## config.mk

```make
export PLATFORM = sky130hd
export DESIGN_NAME = countdown_timer_seven_segment_flat
export DESIGN_NICKNAME = d
export VERILOG_FILES = /design/src/rtl/cdt_pkg.sv /design/src/rtl/cdt_req_if.sv /design/src/rtl/cdt_res_if.sv /design/src/rtl/cdt_cfg_if.sv /design/src/rtl/cdt_ctrl.sv /design/src/rtl/cdt_disp.sv /design/src/rtl/countdown_timer_seven_segment.sv /design/src/flat_wrapper.sv
export SDC_FILE = /design/constraint.sdc
export NUM_CORES = 1
export LEC_CHECK = 0
export BUFFER_PORTS_ARGS = -buffer_cell sky130_fd_sc_hd__buf_2
export CORE_MARGIN = 2
export CORE_UTILIZATION = 35
export DETAILED_ROUTE_END_ITERATION = 6
export PLACE_DENSITY = 0.49
export SYNTH_ARGS = -nofsm -noshare
export SYNTH_HDL_FRONTEND = slang
export SYNTH_SLANG_ARGS = --single-unit
```

## constraint.sdc

```tcl
create_clock -name clk -period 10.5 [get_ports clk]
set_clock_uncertainty 0.15 [all_clocks]
set_input_delay 1.05 -clock clk [delete_from_list [all_inputs] [get_ports clk]]
set_output_delay 1.05 -clock clk [all_outputs]
set_load 0.05 [all_outputs]
```

## src/rtl/cdt_pkg.sv

```systemverilog
package cdt_pkg;

	localparam int CNT_W      = 10;
	localparam int KEY_W      = 4;
	localparam int SEG_W      = 8;
	localparam int DIG_W      = 2;
	localparam int CFG_IDX_W  = 2;
	localparam int CFG_DATA_W = 8;

	// Kind of request carried in req_type.
	typedef enum logic {
		REQ_TICK = 1'b0,
		REQ_KEY  = 1'b1
	} req_kind_t;

	// Configuration register indexes.
	typedef enum logic [CFG_IDX_W-1:0] {
		CFG_TENTH_PERIOD = 2'd0,
		CFG_MUX_PERIOD   = 2'd1,
		CFG_ADJUST_STEP  = 2'd2
	} cfg_reg_t;

	// Decoded key positions that the timer reacts to.
	localparam logic [KEY_W-1:0] KEY_PAUSE = 4'd0;
	localparam logic [KEY_W-1:0] KEY_UP    = 4'd4;
	localparam logic [KEY_W-1:0] KEY_DOWN  = 4'd8;

	localparam logic [7:0]       TENTH_PERIOD_RST = 8'd25;
	localparam logic [3:0]       MUX_PERIOD_RST   = 4'd1;
	localparam logic [7:0]       ADJUST_STEP_RST  = 8'd10;
	localparam logic [CNT_W-1:0] REMAIN_RST       = 10'd200;
	localparam logic [CNT_W-1:0] SPLIT_LIMIT      = 10'd100;
	localparam logic [SEG_W-1:0] SEG_DP           = 8'h80;

	typedef struct packed {
		logic [7:0] tenth_period;
		logic [3:0] mux_period;
		logic [7:0] adjust_step;
	} cfg_t;

	// Timer state after one request has been applied.
	typedef struct packed {
		logic [CNT_W-1:0] remaining;
		logic             digit_pick;
		logic             hold;
	} snap_t;

	function automatic logic [SEG_W-1:0] seg_font(input logic [3:0] digit);
		logic [SEG_W-1:0] pat;
		case (digit)
			4'd0: pat = 8'h3F;
			4'd1: pat = 8'h06;
			4'd2: pat = 8'h5B;
			4'd3: pat = 8'h4F;
			4'd4: pat = 8'h66;
			4'd5: pat = 8'h6D;
			4'd6: pat = 8'h7D;
			4'd7: pat = 8'h07;
			4'd8: pat = 8'h7F;
			4'd9: pat = 8'h6F;
			default: pat = 8'h00;
		endcase
		return pat;
	endfunction

endpackage

```

## src/rtl/cdt_req_if.sv

```systemverilog
interface cdt_req_if;
	logic                      valid;
	logic                      ready;
	logic                      req_type;
	logic [cdt_pkg::KEY_W-1:0] key_index;

	modport source(output valid, req_type, key_index, input ready);
	modport sink(input valid, req_type, key_index, output ready);
endinterface

```

## src/rtl/cdt_res_if.sv

```systemverilog
interface cdt_res_if;
	logic                      valid;
	logic                      ready;
	logic [cdt_pkg::DIG_W-1:0] digit_enable;
	logic [cdt_pkg::SEG_W-1:0] segments;
	logic [cdt_pkg::CNT_W-1:0] count_value;
	logic                      paused;

	modport source(output valid, digit_enable, segments, count_value, paused, input ready);
	modport sink(input valid, digit_enable, segments, count_value, paused, output ready);
endinterface

```

## src/rtl/cdt_cfg_if.sv

```systemverilog
interface cdt_cfg_if;
	logic                           valid;
	logic                           ready;
	logic [cdt_pkg::CFG_IDX_W-1:0]  index;
	logic [cdt_pkg::CFG_DATA_W-1:0] data;

	modport source(output valid, index, data, input ready);
	modport sink(input valid, index, data, output ready);
endinterface

```

## src/rtl/cdt_ctrl.sv

```systemverilog
module cdt_ctrl #(
	parameter int MAX_COUNT = 999
) (
	input  logic                      clk,
	input  logic                      arst_n,
	input  logic                      fire,
	input  logic                      req_type,
	input  logic [cdt_pkg::KEY_W-1:0] key_index,
	input  cdt_pkg::cfg_t             cfg,
	output cdt_pkg::snap_t            snap_s2
);
	import cdt_pkg::*;

	localparam logic [CNT_W:0] MAX_SUM = (CNT_W + 1)'(MAX_COUNT);

	logic [CNT_W-1:0] remaining_q, remaining_d;
	logic             hold_q, hold_d;
	logic [7:0]       tenth_q, tenth_d;
	logic [3:0]       mux_q, mux_d;
	logic             pick_q, pick_d;

	logic [4:0]       next_mux;
	logic [8:0]       next_tenth;
	logic [CNT_W:0]   sum;

	always_comb begin
		remaining_d = remaining_q;
		hold_d      = hold_q;
		tenth_d     = tenth_q;
		mux_d       = mux_q;
		pick_d      = pick_q;
		next_mux    = {1'b0, mux_q} + 5'd1;
		next_tenth  = {1'b0, tenth_q} + 9'd1;
		sum         = {1'b0, remaining_q} + {3'b000, cfg.adjust_step};

		if (req_type == REQ_TICK) begin
			if (next_mux > {1'b0, cfg.mux_period}) begin
				pick_d = ~pick_q;
				mux_d  = 4'd0;
			end else begin
				mux_d = next_mux[3:0];
			end
			// The tenth prescaler saturates rather than wrapping while paused.
			if (next_tenth > {1'b0, cfg.tenth_period} && !hold_q) begin
				if (remaining_q != '0) begin
					remaining_d = remaining_q - 1'b1;
				end
				tenth_d = 8'd0;
			end else begin
				tenth_d = next_tenth[8] ? 8'hFF : next_tenth[7:0];
			end
		end else begin
			if (key_index == KEY_PAUSE) begin
				hold_d = ~hold_q;
			end else if (key_index == KEY_UP && hold_q) begin
				remaining_d = (sum > MAX_SUM) ? MAX_SUM[CNT_W-1:0] : sum[CNT_W-1:0];
			end else if (key_index == KEY_DOWN && hold_q) begin
				remaining_d = ({2'b00, cfg.adjust_step} < remaining_q)
					? remaining_q - {2'b00, cfg.adjust_step} : '0;
			end
		end
	end

	always_ff @(posedge clk or negedge arst_n) begin
		if (!arst_n) begin
			remaining_q <= REMAIN_RST;
			hold_q      <= 1'b0;
			tenth_q     <= 8'd0;
			mux_q       <= 4'd0;
			pick_q      <= 1'b0;
		end else if (fire) begin
			remaining_q <= remaining_d;
			hold_q      <= hold_d;
			tenth_q     <= tenth_d;
			mux_q       <= mux_d;
			pick_q      <= pick_d;
		end
	end

	always_ff @(posedge clk) begin
		if (fire) begin
			snap_s2.remaining  <= remaining_d;
			snap_s2.digit_pick <= pick_d;
			snap_s2.hold       <= hold_d;
		end
	end

endmodule

```

## src/rtl/cdt_disp.sv

```systemverilog
module cdt_disp (
	input  cdt_pkg::snap_t            snap,
	output logic [cdt_pkg::DIG_W-1:0] digit_enable,
	output logic [cdt_pkg::SEG_W-1:0] segments
);
	import cdt_pkg::*;

	// Digit split by reciprocal multiplication; exact for counts below 1000.
	logic [15:0] hund_prod;
	logic [3:0]  hund;
	logic [6:0]  rem100;
	logic [14:0] tens_prod;
	logic [3:0]  tens;
	logic [3:0]  units;
	logic [CNT_W-1:0] hund_x100;
	logic [6:0]  tens_x10;

	always_comb begin
		hund_prod = {6'd0, snap.remaining} * 16'd41;
		hund      = hund_prod[15:12];
		hund_x100 = CNT_W'({6'd0, hund} * 10'd100);
		rem100    = 7'(snap.remaining - hund_x100);
		tens_prod = {8'd0, rem100} * 15'd205;
		tens      = tens_prod[14:11];
		tens_x10  = 7'({3'd0, tens} * 7'd10);
		units     = 4'(rem100 - tens_x10);

		if (snap.remaining > SPLIT_LIMIT) begin
			segments = snap.digit_pick ? seg_font(tens) : seg_font(hund);
		end else begin
			segments = snap.digit_pick ? seg_font(units) : (seg_font(tens) | SEG_DP);
		end
		digit_enable = snap.digit_pick ? 2'b10 : 2'b01;
	end

endmodule

```

## src/rtl/countdown_timer_seven_segment.sv

```systemverilog
// Channel | Dir | Fields                                        | Accepted when
// req     | in  | req_type, key_index                           | req.valid && req.ready
// res     | out | digit_enable, segments, count_value, paused   | res.valid && res.ready
// cfg     | in  | index, data                                   | cfg.valid && cfg.ready
//
// Each request yields one result, which appears on res after the request has passed
// all three registers. A new request can be taken every cycle while res is not stalled.
// The registers are the input, the state update and the result holding the display decode.
// Reset (arst_n low) restores the count to 200, clears pause and both prescalers,
// and loads the register defaults. A stall on res backs up through the stages,
// and req.ready drops only once every stage holds a transaction.
module countdown_timer_seven_segment #(
	parameter int MAX_COUNT = 999
) (
	input logic      clk,
	input logic      arst_n,
	cdt_req_if.sink  req,
	cdt_res_if.source res,
	cdt_cfg_if.sink  cfg
);
	import cdt_pkg::*;

	// Configuration registers. Writes are always taken; an unknown index is dropped.
	cfg_t cfg_q;

	assign cfg.ready = 1'b1;

	always_ff @(posedge clk or negedge arst_n) begin
		if (!arst_n) begin
			cfg_q.tenth_period <= TENTH_PERIOD_RST;
			cfg_q.mux_period   <= MUX_PERIOD_RST;
			cfg_q.adjust_step  <= ADJUST_STEP_RST;
		end else if (cfg.valid) begin
			case (cfg.index)
				CFG_TENTH_PERIOD: cfg_q.tenth_period <= cfg.data;
				CFG_MUX_PERIOD:   cfg_q.mux_period   <= cfg.data[3:0];
				CFG_ADJUST_STEP:  cfg_q.adjust_step  <= cfg.data;
				default: ;
			endcase
		end
	end

	// Stage handshakes: a stage advances when it is full and the next one is free
	// or emptying in the same cycle.
	logic             valid_s1, valid_s2, res_valid_q;
	logic             req_type_s1;
	logic [KEY_W-1:0] key_index_s1;
	logic             adv_s1, adv_s2;

	assign adv_s2    = valid_s2 && (!res_valid_q || res.ready);
	assign adv_s1    = valid_s1 && (!valid_s2 || adv_s2);
	assign req.ready = !valid_s1 || adv_s1;

	always_ff @(posedge clk or negedge arst_n) begin
		if (!arst_n) begin
			valid_s1    <= 1'b0;
			valid_s2    <= 1'b0;
			res_valid_q <= 1'b0;
		end else begin
			if (req.ready) begin
				valid_s1 <= req.valid;
			end
			if (!valid_s2 || adv_s2) begin
				valid_s2 <= adv_s1;
			end
			if (!res_valid_q || res.ready) begin
				res_valid_q <= adv_s2;
			end
		end
	end

	// Input register.
	always_ff @(posedge clk) begin
		if (req.valid && req.ready) begin
			req_type_s1  <= req.req_type;
			key_index_s1 <= req.key_index;
		end
	end

	// The timer state moves only when a request leaves the input register, so
	// requests are applied strictly in order.
	snap_t snap_s2;

	cdt_ctrl #(
		.MAX_COUNT(MAX_COUNT)
	) u_ctrl (
		.clk       (clk),
		.arst_n    (arst_n),
		.fire      (adv_s1),
		.req_type  (req_type_s1),
		.key_index (key_index_s1),
		.cfg       (cfg_q),
		.snap_s2   (snap_s2)
	);

	logic [DIG_W-1:0] digit_enable_c;
	logic [SEG_W-1:0] segments_c;

	cdt_disp u_disp (
		.snap         (snap_s2),
		.digit_enable (digit_enable_c),
		.segments     (segments_c)
	);

	// Result register.
	logic [DIG_W-1:0] digit_enable_q;
	logic [SEG_W-1:0] segments_q;
	logic [CNT_W-1:0] count_value_q;
	logic             paused_q;

	always_ff @(posedge clk) begin
		if (adv_s2) begin
			digit_enable_q <= digit_enable_c;
			segments_q     <= segments_c;
			count_value_q  <= snap_s2.remaining;
			paused_q       <= snap_s2.hold;
		end
	end

	assign res.valid        = res_valid_q;
	assign res.digit_enable = digit_enable_q;
	assign res.segments     = segments_q;
	assign res.count_value  = count_value_q;
	assign res.paused       = paused_q;

endmodule
```

## src/flat_wrapper.sv

```systemverilog
// flat-port wrapper written by rule: the top's interface ports become plain ports
module countdown_timer_seven_segment_flat import cdt_pkg::*;
#(
	parameter int MAX_COUNT = 999
)
  (clk, arst_n, req_valid, req_req_type, req_key_index, req_ready, res_valid, res_digit_enable, res_segments, res_count_value, res_paused, res_ready, cfg_valid, cfg_index, cfg_data, cfg_ready);
  cdt_req_if req_i ();
  cdt_res_if res_i ();
  cdt_cfg_if cfg_i ();
  input logic clk;
  input logic arst_n;
  input wire logic [$bits(req_i.valid)-1:0] req_valid;
  input wire logic [$bits(req_i.req_type)-1:0] req_req_type;
  input wire logic [$bits(req_i.key_index)-1:0] req_key_index;
  output wire logic [$bits(req_i.ready)-1:0] req_ready;
  output wire logic [$bits(res_i.valid)-1:0] res_valid;
  output wire logic [$bits(res_i.digit_enable)-1:0] res_digit_enable;
  output wire logic [$bits(res_i.segments)-1:0] res_segments;
  output wire logic [$bits(res_i.count_value)-1:0] res_count_value;
  output wire logic [$bits(res_i.paused)-1:0] res_paused;
  input wire logic [$bits(res_i.ready)-1:0] res_ready;
  input wire logic [$bits(cfg_i.valid)-1:0] cfg_valid;
  input wire logic [$bits(cfg_i.index)-1:0] cfg_index;
  input wire logic [$bits(cfg_i.data)-1:0] cfg_data;
  output wire logic [$bits(cfg_i.ready)-1:0] cfg_ready;
  assign req_i.valid = req_valid;
  assign req_i.req_type = req_req_type;
  assign req_i.key_index = req_key_index;
  assign req_ready = req_i.ready;
  assign res_valid = res_i.valid;
  assign res_digit_enable = res_i.digit_enable;
  assign res_segments = res_i.segments;
  assign res_count_value = res_i.count_value;
  assign res_paused = res_i.paused;
  assign res_i.ready = res_ready;
  assign cfg_i.valid = cfg_valid;
  assign cfg_i.index = cfg_index;
  assign cfg_i.data = cfg_data;
  assign cfg_ready = cfg_i.ready;
  countdown_timer_seven_segment #(.MAX_COUNT(MAX_COUNT)) u_core (.clk(clk), .arst_n(arst_n), .req(req_i), .res(res_i), .cfg(cfg_i));
endmodule
```

==> impl_metrics.json <==
{
  "status": "finished clean",
  "crit_buf_inv": 4,
  "initial_core_util_pct": 35.79,
  "coreArea_mm2": 0.02189,
  "yosys.area.top_type_share_pct": 18.84,
  "maxCapViolCount": 0,
  "area_delta_synth_final_pct": 10.14,
  "ant_nets": 0,
  "fin_crit_ps": 9717,
  "clk_pin_slew_ps": 70,
  "grt_pass1_vias": 5976,
  "busiest_layer": "met2",
  "whs_ps": 276.3,
  "grt_max_degree": 48,
  "drv_slew": 0,
  "critPathLaunchType": "register",
  "drt-vias-per-instance": 5.268,
  "yosys_warnings": 0,
  "synth.yosys.seq_area_share_pct": 29.72,
  "grt_remaining_overflow": 0,
  "clkSinkCount": 85,
  "final_util_pct": 39.42,
  "routedWlPerCell_um": 16.39,
  "gp_congestion": 0.8177,
  "dp.cells": 1133,
  "synthTopCellsByCount": "ha_1 (118), inv_1 (82), nand2_1 (61)",
  "avgSynthCellArea_um2": 9.440,
  "worst_path_largest_cell_delay_ps": 520,
  "syn_nets": 984,
  "r2r-start": "u_core.u_ctrl.snap_s2[6]",
  "min-delay-start": "u_core.u_ctrl.snap_s2[0]",
  "synthCells": 830,
  "grt_setup_unrepaired": "false",
  "yosys.area.top_type": "ha_1",
  "grt_first_pass_wirelength_mm": 31.35,
  "drive_above_1_share_pct": 12.31,
  "slowest_stage": "edfxtp_1",
  "cpMostUsedCell": "ha_1",
  "portBuffers": 42,
  "reg2reg_slack_ps": 780,
  "dieArea_mm2": 0.02360,
  "worst-setup-path-type": "register to register",
  "met3_usage_pct": 2.170,
  "yosys-top-cells-area": "ha_1 (19%), edfxtp_1 (15%), dfrtp_1 (12%), fa_1 (4.1%), inv_1 (3.9%)",
  "htreeDepth": 3,
  "crit_required_ps": 10520,
  "diodes": 0,
  "slew_headroom_pct": 27.44,
  "die_x_um": 153.6,
  "whs_path_depth": 0,
  "fmax_mhz": 102.9,
  "grtUsageTotal_pct": 16.40,
  "hold_end": "u_core.res.paused",
  "final_cells": 1149,
  "worstHoldPathType": "register to register",
  "clk_latency_ps": 340,
  "die_h_um": 153.6,
  "vias": 6053,
  "use_met2_pct": 26.94,
  "first_iter_violations": 314,
  "numCtsBuffers": 9,
  "io-pin-count": 44,
  "postCtsHoldBufs": 0,
  "routed_wl_mm": 18.83,
  "setup_violations": 0,
  "yosysUniqueCellTypes": 80,
  "drtPass1Iterations": 4,
  "cts_root_buf": "clkbuf_16",
  "finalHoldViolations": 0,
  "synth-edff-count": 38,
  "tightest_slew_ps": 1079,
  "dp_hpwl_mm": 14.74,
  "path_max_fanout": 10,
  "cts_resized": 0,
  "tns_ps": 0,
  "async_flop_share_pct": 55.29,
  "synthFlopType": "edfxtp_1",
  "antenna_found_initial": 0,
  "endpoint_kind": "register",
  "cts_tree": "done",
  "drc": 0,
  "use_met1_pct": 22.73,
  "ys_seq_elements": 85,
  "arrival_ps": 9730,
  "r2r_end": "u_core.res.segments[3]",
  "postCtsSetupRepairBufs": 0,
  "cp_top_family": "adder cells",
  "num_rows": 54,
  "nNetsFinal": 1018,
  "r2r_cells": 34,
  "yosysMostFrequentCell": "ha_1",
  "netlist_area_mm2": 0.007835,
  "cts_buffer_depth": 2,
  "finalCritPeriodShare_pct": 92.54
}
area by class of cell:
| class | instances | area (µm²) |
|---|---|---|
| fill | 2230 | 13260 |
| multi-input combinational | 638 | 5081 |
| sequential | 85 | 2328 |
| tap | 280 | 350.3 |
| inverter | 82 | 307.8 |
| timing repair buffer | 48 | 255.2 |
| clock buffer | 9 | 225.2 |
| clock inverter | 7 | 81.33 |
metrics by stage:
stage / setup WS, ps / cell area [µm²]
after global routing: 88.82 / 8630
after global placement: 931.9 / 8323
after detailed placement: 777.8 / 8323
final: 782.9 / 8630
after CTS: 741.9 / 8630
after floorplan: 1515 / 7835
cells in the final DEF (no fill, tap or decap), types with 7 or more instances in the layout:
master and count:
a211oi_1 12, a21o_1 11, a21oi_1 45, a31oi_1 22
and3_1 7, buf_2 42, clkbuf_16 9, dfrtp_1 38
dfstp_2 9, edfxtp_1 38, fa_1 16, ha_1 118
inv_1 82, mux2_2 14, mux2i_1 9, nand2_1 61
nand2b_1 11, nand3_1 19, nand4_1 7, nor2_1 50
nor2b_1 11, nor3_1 17, nor4_1 7, o21ai_0 46
xnor2_1 27, xor2_1 16
worst max-delay path by stage:
| stage | start | endpoint | slack, ps | depth (start not counted) |
|---|---|---|---|---|
| after floorplan | u_core.u_ctrl.snap_s2[6] | u_core.res.segments[3] | 1520 | 34 |
| after global placement | u_core.u_ctrl.snap_s2[6] | u_core.res.segments[3] | 930 | 34 |
| after detailed placement | u_core.u_ctrl.snap_s2[3] | u_core.res.segments[0] | 780 | 34 |
| after CTS | u_core.u_ctrl.snap_s2[6] | u_core.res.segments[0] | 740 | 34 |
| after global routing | u_core.u_ctrl.snap_s2[3] | u_core.res.segments[0] | 90 | 34 |
| final | u_core.u_ctrl.snap_s2[6] | u_core.res.segments[3] | 780 | 34 |
registers in the layout, summed over array words and instances (netlist names):
register	cells
u_core.cfg_q	20
u_core.key_index_s1	4
u_core.req_type_s1	1
u_core.res.count_value	10
u_core.res.digit_enable	2
u_core.res.paused	1
u_core.res.segments	8
u_core.res.valid	1
u_core.u_ctrl.hold_q	1
u_core.u_ctrl.mux_q	4
u_core.u_ctrl.pick_q	1
u_core.u_ctrl.remaining_q	10
u_core.u_ctrl.snap_s2	12
u_core.u_ctrl.tenth_q	8
u_core.valid_s1	1
u_core.valid_s2	1
worst reg2reg max path: cells and delay by family (launching register included):
family / cells / cell delay [ps]
fa+ha+maj: 13 / 4470
compound gates: 9 / 1750
xor+xnor: 5 / 1510
simple gates: 2 / 600
flops: 1 / 520
mux: 1 / 300
buf+inv: 4 / 240
layer usage:
metal	vias up	routed length, µm
met5	-	0
met4	0	331
met3	19	445
met2	94	8859
met1	2866	9192
li1	3074	-
cells by family after synthesis:
logic type | count (synthesis) | share of synthesized area, %
other | 1 | 0.04786
adder cells (fa/ha/maj) | 136 | 23.19
AO/OA/AOI/OAI | 208 | 18.27
flip-flops | 85 | 29.72
multiplexers | 25 | 3.497
AND/OR/NAND/NOR | 223 | 14.53
XOR/XNOR | 45 | 5.318
buffers and inverters | 107 | 5.430
Power is not shown: default switching activity piles up to over one toggle a cycle in this logic, so the estimate is an artifact.
